File: config.mk
export PLATFORM = sky130hd
export DESIGN_NAME = cursor_linked_list_engine_unit
export DESIGN_NICKNAME = d
export VERILOG_FILES = /design/src/rtl/core/clle_pkg.sv /design/src/rtl/core/clle_ram.sv /design/src/rtl/core/cursor_linked_list_engine_unit.sv
export SDC_FILE = /design/constraint.sdc
export NUM_CORES = 2
export LEC_CHECK = 0
export ABC_CLOCK_PERIOD_IN_PS = 10150
export BUFFER_PORTS_ARGS = -buffer_cell sky130_fd_sc_hd__buf_2
export CORE_UTILIZATION = 65
export DETAILED_ROUTE_END_ITERATION = 6
export GPL_TIMING_DRIVEN = 1
export PLACE_DENSITY = 0.8
export REMOVE_ABC_BUFFERS = 1
export SETUP_SLACK_MARGIN = 0.02
export SYNTH_ARGS = -nofsm -noshare
export SYNTH_HDL_FRONTEND = slang
export SYNTH_SLANG_ARGS = --single-unit
File: constraint.sdc
create_clock -name clock -period 10.15 [get_ports clock]
set_clock_uncertainty 0.1 [all_clocks]
set_input_delay 1.015 -clock clock [delete_from_list [all_inputs] [get_ports clock]]
set_output_delay 1.015 -clock clock [all_outputs]
set_load 0.005 [all_outputs]
File: src/rtl/core/clle_pkg.sv
// Package for the cursor linked list engine: op codes, status codes, FSM states.
// No dependencies.
`timescale 1ns / 1ps
`default_nettype none
package clle_pkg;
   localparam int CAPACITY_DEFAULT = 64;
   localparam int VALUE_W = 32;
   localparam int OP_W = 4;
   localparam int STATUS_W = 2;
   localparam int LENGTH_W = 7;

   typedef enum logic [3:0] {
      OP_INS_FRONT  = 4'd0,
      OP_INS_BACK   = 4'd1,
      OP_INS_BEFORE = 4'd2,
      OP_DEL_FIRST  = 4'd3,
      OP_DEL_LAST   = 4'd4,
      OP_DEL_CURSOR = 4'd5,
      OP_MV_FIRST   = 4'd6,
      OP_MV_LAST    = 4'd7,
      OP_MV_PREV    = 4'd8,
      OP_MV_NEXT    = 4'd9,
      OP_CLEAR      = 4'd10,
      OP_QUERY      = 4'd11
   } op_type;

   typedef enum logic [1:0] {
      ST_OK       = 2'd0,
      ST_FULL     = 2'd1,
      ST_EMPTY    = 2'd2,
      ST_OFF_END  = 2'd3
   } status_type;

   typedef enum logic [2:0] {
      S_IDLE,
      S_READ,
      S_EXEC,
      S_WB,
      S_VAL_TAIL,
      S_VAL_CUR,
      S_RESP
   } state_type;
endpackage
`default_nettype wire

File: src/rtl/core/clle_ram.sv
// Generic single-port-write, single-port-read RAM with registered read.
// No dependencies.
`timescale 1ns / 1ps
`default_nettype none
module clle_ram #(
   parameter int WIDTH = 32,
   parameter int DEPTH = 64
) (
   input  wire logic                     clock,
   input  wire logic                     wr_en,
   input  wire logic [$clog2(DEPTH)-1:0] wr_addr,
   input  wire logic [WIDTH-1:0]         wr_data,
   input  wire logic [$clog2(DEPTH)-1:0] rd_addr,
   output logic      [WIDTH-1:0]         rd_data
);
   logic [WIDTH-1:0] mem [DEPTH];
   always_ff @(posedge clock) begin
      if (wr_en) mem[wr_addr] <= wr_data;
      rd_data <= mem[rd_addr];
   end
endmodule
`default_nettype wire

File: src/rtl/core/cursor_linked_list_engine_unit.sv
// Top level of the cursor linked list engine: FSM, list registers, node memories.
// Depends on clle_pkg and clle_ram.
`timescale 1ns / 1ps
`default_nettype none
// A request is taken when start is high and busy is low; the one result beat
// appears on the rsp_ ports for a single cycle with rsp_valid high and cannot
// be stalled. Every op takes the same path: a link read, the node update, the
// neighbor link write back (overlapped with the first value read), then the
// last and cursor value reads on the one value read port. The result beat is
// in S_RESP, and busy stays high from the accepting edge until the FSM is
// back in S_IDLE, so the next request is taken only after that beat.
// Node memories need no clearing: the free list and the fresh count never
// reach an unwritten slot.
module cursor_linked_list_engine_unit
   import clle_pkg::*;
#(
   parameter int CAPACITY = CAPACITY_DEFAULT
) (
   input  wire logic                       clock,
   input  wire logic                       reset,
   input  wire logic                       start,
   output logic                            busy,
   input  wire logic [OP_W-1:0]            req_op,
   input  wire logic signed [VALUE_W-1:0]  req_value,
   output logic                            rsp_valid,
   output logic [STATUS_W-1:0]             rsp_status,
   output logic signed [VALUE_W-1:0]       rsp_first_value,
   output logic signed [VALUE_W-1:0]       rsp_last_value,
   output logic signed [VALUE_W-1:0]       rsp_cursor_value,
   output logic [LENGTH_W-1:0]             rsp_length,
   output logic                            rsp_is_empty,
   output logic                            rsp_off_end,
   output logic                            rsp_at_first,
   output logic                            rsp_at_last
);
   localparam int AW = $clog2(CAPACITY);
   localparam int IW = $clog2(CAPACITY + 1);
   localparam logic [IW-1:0] NIL = IW'(CAPACITY);

   state_type state_ff, state_in;
   logic [IW-1:0] head_ff, head_in, tail_ff, tail_in, cur_ff, cur_in;
   logic [IW-1:0] free_ff, free_in, fresh_ff, fresh_in, cnt_ff, cnt_in;
   logic [OP_W-1:0] op_ff, op_in;
   logic [VALUE_W-1:0] val_ff, val_in;
   status_type st_ff, st_in;
   logic [VALUE_W-1:0] fv_ff, fv_in, lv_ff, lv_in;
   // neighbor link writes, registered in S_EXEC and applied in S_WB
   logic wn_ff, wn_in, wp_ff, wp_in;
   logic [IW-1:0] wna_ff, wna_in, wnd_ff, wnd_in, wpa_ff, wpa_in, wpd_ff, wpd_in;

   logic ne_we, pe_we, ve_we;
   logic [AW-1:0] ne_wa, pe_wa, ve_wa, ne_ra, pe_ra, ve_ra;
   logic [IW-1:0] ne_wd, pe_wd, ne_rd, pe_rd;
   logic [VALUE_W-1:0] ve_wd, ve_rd;

   clle_ram #(.WIDTH(IW), .DEPTH(CAPACITY)) u_next (
      .clock(clock), .wr_en(ne_we), .wr_addr(ne_wa), .wr_data(ne_wd),
      .rd_addr(ne_ra), .rd_data(ne_rd));
   clle_ram #(.WIDTH(IW), .DEPTH(CAPACITY)) u_prev (
      .clock(clock), .wr_en(pe_we), .wr_addr(pe_wa), .wr_data(pe_wd),
      .rd_addr(pe_ra), .rd_data(pe_rd));
   clle_ram #(.WIDTH(VALUE_W), .DEPTH(CAPACITY)) u_val (
      .clock(clock), .wr_en(ve_we), .wr_addr(ve_wa), .wr_data(ve_wd),
      .rd_addr(ve_ra), .rd_data(ve_rd));

   always_ff @(posedge clock) begin
      if (reset) begin
         state_ff <= S_IDLE;
         head_ff <= NIL;
         tail_ff <= NIL;
         cur_ff <= NIL;
         free_ff <= NIL;
         fresh_ff <= '0;
         cnt_ff <= '0;
      end else begin
         state_ff <= state_in;
         head_ff <= head_in;
         tail_ff <= tail_in;
         cur_ff <= cur_in;
         free_ff <= free_in;
         fresh_ff <= fresh_in;
         cnt_ff <= cnt_in;
      end
      op_ff <= op_in;
      val_ff <= val_in;
      st_ff <= st_in;
      fv_ff <= fv_in;
      lv_ff <= lv_in;
      wn_ff <= wn_in;
      wp_ff <= wp_in;
      wna_ff <= wna_in;
      wnd_ff <= wnd_in;
      wpa_ff <= wpa_in;
      wpd_ff <= wpd_in;
   end

   logic empty, off, can_take, from_free, ins_op;
   logic [IW-1:0] slot, nxt, prv, target;

   assign empty = head_ff >= NIL;
   assign off = cur_ff >= NIL;
   assign from_free = free_ff < NIL;
   assign can_take = from_free || fresh_ff < NIL;
   assign slot = from_free ? free_ff : fresh_ff;
   assign nxt = (ne_rd > NIL) ? NIL : ne_rd;
   assign prv = (pe_rd > NIL) ? NIL : pe_rd;
   assign ins_op = op_ff == OP_INS_FRONT || op_ff == OP_INS_BACK || op_ff == OP_INS_BEFORE;

   always_comb begin
      unique case (op_ff)
         OP_DEL_FIRST: target = head_ff;
         OP_DEL_LAST:  target = tail_ff;
         default:      target = cur_ff;
      endcase
   end

   always_comb begin
      state_in = state_ff;
      head_in = head_ff;
      tail_in = tail_ff;
      cur_in = cur_ff;
      free_in = free_ff;
      fresh_in = fresh_ff;
      cnt_in = cnt_ff;
      op_in = op_ff;
      val_in = val_ff;
      st_in = st_ff;
      fv_in = fv_ff;
      lv_in = lv_ff;
      wn_in = 1'b0;
      wp_in = 1'b0;
      wna_in = wna_ff;
      wnd_in = wnd_ff;
      wpa_in = wpa_ff;
      wpd_in = wpd_ff;
      ne_we = 1'b0;
      pe_we = 1'b0;
      ve_we = 1'b0;
      ne_wa = '0;
      pe_wa = '0;
      ve_wa = '0;
      ne_wd = '0;
      pe_wd = '0;
      ve_wd = '0;
      ne_ra = '0;
      pe_ra = '0;
      ve_ra = '0;
      busy = state_ff != S_IDLE;
      rsp_valid = 1'b0;
      unique case (state_ff)
         S_IDLE: begin
            if (start) begin
               op_in = req_op;
               val_in = req_value;
               state_in = S_READ;
            end
         end
         S_READ: begin
            // read links of the target node; for inserts, next is read from the free head
            ne_ra = ins_op ? free_ff[AW-1:0] : target[AW-1:0];
            pe_ra = target[AW-1:0];
            state_in = S_EXEC;
         end
         S_EXEC: begin
            st_in = ST_OK;
            state_in = S_WB;
            unique case (op_ff)
               OP_INS_FRONT, OP_INS_BACK, OP_INS_BEFORE: begin
                  if (op_ff == OP_INS_BEFORE && off) st_in = ST_OFF_END;
                  else if (!can_take) st_in = ST_FULL;
                  else begin
                     if (from_free) free_in = nxt;
                     else fresh_in = fresh_ff + 1'b1;
                     cnt_in = cnt_ff + 1'b1;
                     ve_we = 1'b1;
                     ve_wa = slot[AW-1:0];
                     ve_wd = val_ff;
                     ne_we = 1'b1;
                     ne_wa = slot[AW-1:0];
                     pe_we = 1'b1;
                     pe_wa = slot[AW-1:0];
                     if (empty) begin
                        ne_wd = NIL;
                        pe_wd = NIL;
                        head_in = slot;
                        tail_in = slot;
                        cur_in = slot;
                     end else if (op_ff == OP_INS_BACK) begin
                        ne_wd = NIL;
                        pe_wd = tail_ff;
                        tail_in = slot;
                        wn_in = 1'b1;
                        wna_in = tail_ff;
                        wnd_in = slot;
                     end else if (op_ff == OP_INS_FRONT || cur_ff == head_ff) begin
                        ne_wd = head_ff;
                        pe_wd = NIL;
                        head_in = slot;
                        wp_in = 1'b1;
                        wpa_in = head_ff;
                        wpd_in = slot;
                     end else begin
                        ne_wd = cur_ff;
                        pe_wd = prv;
                        wp_in = 1'b1;
                        wpa_in = cur_ff;
                        wpd_in = slot;
                        wn_in = 1'b1;
                        wna_in = prv;
                        wnd_in = slot;
                     end
                  end
               end
               OP_DEL_FIRST, OP_DEL_LAST, OP_DEL_CURSOR: begin
                  if (empty) st_in = ST_EMPTY;
                  else if (op_ff == OP_DEL_CURSOR && off) st_in = ST_OFF_END;
                  else begin
                     if (prv >= NIL) head_in = nxt;
                     else begin
                        wn_in = 1'b1;
                        wna_in = prv;
                        wnd_in = nxt;
                     end
                     if (nxt >= NIL) tail_in = prv;
                     else begin
                        wp_in = 1'b1;
                        wpa_in = nxt;
                        wpd_in = prv;
                     end
                     if (cur_ff == target) cur_in = NIL;
                     if (cnt_ff != '0) cnt_in = cnt_ff - 1'b1;
                     ne_we = 1'b1;
                     ne_wa = target[AW-1:0];
                     ne_wd = free_ff;
                     pe_we = 1'b1;
                     pe_wa = target[AW-1:0];
                     pe_wd = NIL;
                     free_in = target;
                  end
               end
               OP_MV_FIRST: begin
                  if (empty) st_in = ST_EMPTY; else cur_in = head_ff;
               end
               OP_MV_LAST: begin
                  if (empty) st_in = ST_EMPTY; else cur_in = tail_ff;
               end
               OP_MV_PREV: begin
                  if (off) st_in = ST_OFF_END; else cur_in = prv;
               end
               OP_MV_NEXT: begin
                  if (off) st_in = ST_OFF_END; else cur_in = nxt;
               end
               OP_CLEAR: begin
                  if (!empty) begin
                     ne_we = 1'b1;
                     ne_wa = tail_ff[AW-1:0];
                     ne_wd = free_ff;
                     free_in = head_ff;
                     head_in = NIL;
                     tail_in = NIL;
                     cur_in = NIL;
                     cnt_in = '0;
                  end
               end
               default: ;
            endcase
         end
         S_WB: begin
            if (wn_ff) begin
               ne_we = 1'b1;
               ne_wa = wna_ff[AW-1:0];
               ne_wd = wnd_ff;
            end
            if (wp_ff) begin
               pe_we = 1'b1;
               pe_wa = wpa_ff[AW-1:0];
               pe_wd = wpd_ff;
            end
            ve_ra = head_ff[AW-1:0];
            state_in = S_VAL_TAIL;
         end
         S_VAL_TAIL: begin
            fv_in = empty ? '0 : ve_rd;
            ve_ra = tail_ff[AW-1:0];
            state_in = S_VAL_CUR;
         end
         S_VAL_CUR: begin
            lv_in = empty ? '0 : ve_rd;
            ve_ra = cur_ff[AW-1:0];
            state_in = S_RESP;
         end
         S_RESP: begin
            rsp_valid = 1'b1;
            state_in = S_IDLE;
         end
         default: state_in = S_IDLE;
      endcase
   end

   assign rsp_status = st_ff;
   assign rsp_first_value = fv_ff;
   assign rsp_last_value = lv_ff;
   assign rsp_cursor_value = (cur_ff >= NIL) ? '0 : ve_rd;
   assign rsp_length = LENGTH_W'(cnt_ff);
   assign rsp_is_empty = head_ff >= NIL;
   assign rsp_off_end = cur_ff >= NIL;
   assign rsp_at_first = cur_ff < NIL && cur_ff == head_ff;
   assign rsp_at_last = cur_ff < NIL && cur_ff == tail_ff;
endmodule
`default_nettype wire
==> out/qor.yml <==
setup_viol: 0
final_cells: 12000
area_growth_pct: 10.5
core_mm2: 0.195
cts_setup_buffers: 0
cp_max_fo: 211
cts.hold.buffers_added: 0
finalHoldViolCount: 0
grt_pass1_wl_um: 525000
numClockSinks: 3165
port_buffers: 149
via_per_inst: 7.12
die_area_mm2: 0.198
ys_async_sr_fraction: 0
synth_edf_count: 3072
io_pins: 150
path_cells: "nor3b_2, buf_4, nand2_4, nand2_4, buf_12, a211oi_1, a311oi_1, a211oi_1, nor4_1, mux2_2"
grt_antenna_before_repair: 12
die_w_um: 445
dpl.cell_count: 11400
avgSynthCellArea_um2: 13.9
peakVddDrop_uv: 171
cpMaxStageDelayCell: "nor4_1"
clk_pin_slew_worst_paths_ns: 0.06
ant_nets: 0
yosys_most_used_dff: "edfxtp_1"
violations: "design-rule violations, max-capacitance violations, max-slew violations"
cts_root_buffer: "clkbuf_16"
drt_iter0_drc: 13300
grtUsageTotal: 0.360
arrival_ns: 7.02
cts_buffers: 319
die_h_um: 445
post-route-period-util: 0.612
synth_cells: 9176
tightestPinTransition_ns: 1.53
drc_errors: 1
status: "finished with violations"
critPathCaptureType: "flop"
crit_required_ns: 10.96
clk-insertion-delay-late_ns: 0.97
drive_above_1_share: 0.110
nNetsFinal: 9159
cpPeakStageDelay_ns: 1.30
clock_path_buffers: 4
whs_ns: 0.116
ys_seq_area_frac: 0.737
ys_ff_latch: 3165
dpl.hpwl_um: 185000
rows: 162
firstDrtPassIters: 7
ctsHtreeMaxLevel: 5
gp_congestion: 0.945
leakage_nw: 44.4
grt_overflow: 0
yosysWarnings: 0
grt_start_max_net_pins: 237
hold_class: "input port to flop"
vias: 85300
wirelength_um: 363000
synth_cell_type_count: 85
wl_per_cell_um: 30.3
cp-start-kind: "flop"
grt_pass1_vias: 82100
fmaxAchievable_mhz: 161
initial_core_util: 0.655
relSlewSlack: -0.0326
netlist_area_mm2: 0.128
cts_tree: "done"
drv_slew: 2
power_density_mw_per_mm2: 183
rsz0062_at_grt: "false"
crit_type: "flop to flop"
fin_crit_ns: 6.21
cts_resized: 0
maxCapViolCount: 1
-- report_power, final --
| group | internal, mW | total (mW) | switching (mW) |
|---|---|---|---|
| Combinational | 0.115 | 0.427 | 0.312 |
| Clock | 6.45 | 11.2 | 4.75 |
| Sequential | 14.2 | 14.2 | 0.0404 |
-- through the flow --
| stage | util | TNS, ns | power [mW] | worst slack (ns) | cell area (µm²) |
|---|---|---|---|---|---|
| final | 0.724 | 0 | 25.8 | 3.94 | 141000 |
| after global routing | 0.724 | 0 | 26.3 | 3.96 | 141000 |
| after CTS | 0.724 | 0 | 25.8 | 4.04 | 141000 |
| after detailed placement | 0.674 | 0 | 14.9 | 4.11 | 131000 |
| after global placement | 0.674 | 0 | 14.9 | 4.02 | 131000 |
| after floorplan | - | -660.10 | 14.7 | -20.65 | 125000 |
-- cells by family (layout without fill, tap and decap cells) --
logic type | Yosys count | count (layout) | share of synthesized area
AOI/OAI and AO/OA | 1981 | 1981 | 0.113
xor gates and xnor gates | 23 | 23 | 0.00158
adders and majority gates | 7 | 7 | 0.000745
buffers and inverters | 754 | 916 | 0.0239
DFF | 3165 | 3165 | 0.737
muxes | 147 | 147 | 0.0135
other | 0 | 9 | 0
and+or+nand+nor | 3099 | 3099 | 0.110
-- placed cells by master, fill, tap and decap left out, drive strengths merged, types with 12 or more instances in the layout --
master  count
mux4       13
o211a      32
a311oi    355
clkbuf    414
nor2      372
nand3     253
nand2    1637
a21oi     167
or3        45
o311a      20
a31oi     229
nand2b     21
nor4       73
o22ai      40
xnor2      12
nor3       68
dfxtp      93
mux2       77
a22o       27
o211ai     19
a21o       12
a211oi    719
clkinv    102
bufinv     22
edfxtp   3072
o21ai     177
buf       355
nor2b      72
a211o      27
o21a       26
inv        17
mux2i      57
a22oi      45
and3      515
-- synthesized netlist by cell type, types with 12 or more instances --
cell type  instances  area share
a211o_1           27      0.0019
a211oi_1         718       0.042
a21o_1            12     0.00071
a21oi_1          167      0.0065
a22o_1            27      0.0019
a22oi_1           45      0.0026
a311oi_1         355       0.024
a31oi_1          229       0.011
and3_1           515       0.025
buf_1             41      0.0012
buf_2            130      0.0051
buf_4             12     0.00071
clkbuf_1         553       0.016
dfxtp_1           93       0.015
edfxtp_1        3072        0.72
inv_1             13     0.00038
mux2_2            77      0.0068
mux2i_1           57      0.0045
mux4_2            13      0.0023
nand2_1         1636       0.048
nand2b_1          21      0.0010
nand3_1          253      0.0099
nor2_1           371       0.011
nor2b_1           72      0.0035
nor3_1            68      0.0027
nor4_1            73      0.0036
o211a_1           32      0.0025
o211ai_1          19      0.0011
o21a_1            26      0.0015
o21ai_0          154      0.0060
o21ai_1           20     0.00078
o22ai_1           40      0.0020
o311a_1           20      0.0016
or3_1             45      0.0022
xnor2_1           12     0.00082
-- worst paths after layout --
kind	cells past startpoint	slack [ns]	endpoint	from
setup / recovery	10	3.94	u_val.rd_data[25]$_DFF_P_	state_ff[2]$_SDFFE_PP0P_
hold / removal	1	0.12	val_ff[29]$_DFFE_PP_	req_value[29]
setup reg to reg	10	3.94	u_val.rd_data[25]$_DFF_P_	state_ff[2]$_SDFFE_PP0P_
hold reg to reg	2	0.41	rsp_length[6]$_SDFFE_PP0P_	rsp_length[6]$_SDFFE_PP0P_
-- state kept, by name, indices dropped and copies added (netlist names), 32 cells and up --
name,count
rsp_first_value,32
rsp_last_value,32
u_next.mem,448
u_prev.mem,448
u_val.mem,2048
u_val.rd_data,32
val_ff,32
-- critical path: cells and delay by family, from the launching register on --
family / cells / cell delay, ns
multiplexers: 1 / 0.37
flip-flops: 1 / 0.56
buffers and inverters: 2 / 1.29
AO/OA/AOI/OAI: 3 / 0.62
AND/OR/NAND/NOR: 4 / 2.77
-- layout make-up --
cell class	instances	area, µm²
Sequential cell	3165	94100
Fill cell	11800	53900
Multi-Input combinational cell	5257	31500
Clock buffer	414	8530
Tap cell	2624	3280
Timing Repair Buffer	355	2460
Clock inverter	132	1180
Inverter	15	56.3
Antenna cell	9	22.5
-- routing by layer --
layer	global-route usage	up-vias	share of wire
li1	-	35500	-
met1	0.463	41500	0.34
met2	0.566	6879	0.47
met3	0.0721	1380	0.12
met4	0.229	12	0.072
met5	0	-	0.00019
Power figures use the tool's default switching activity.
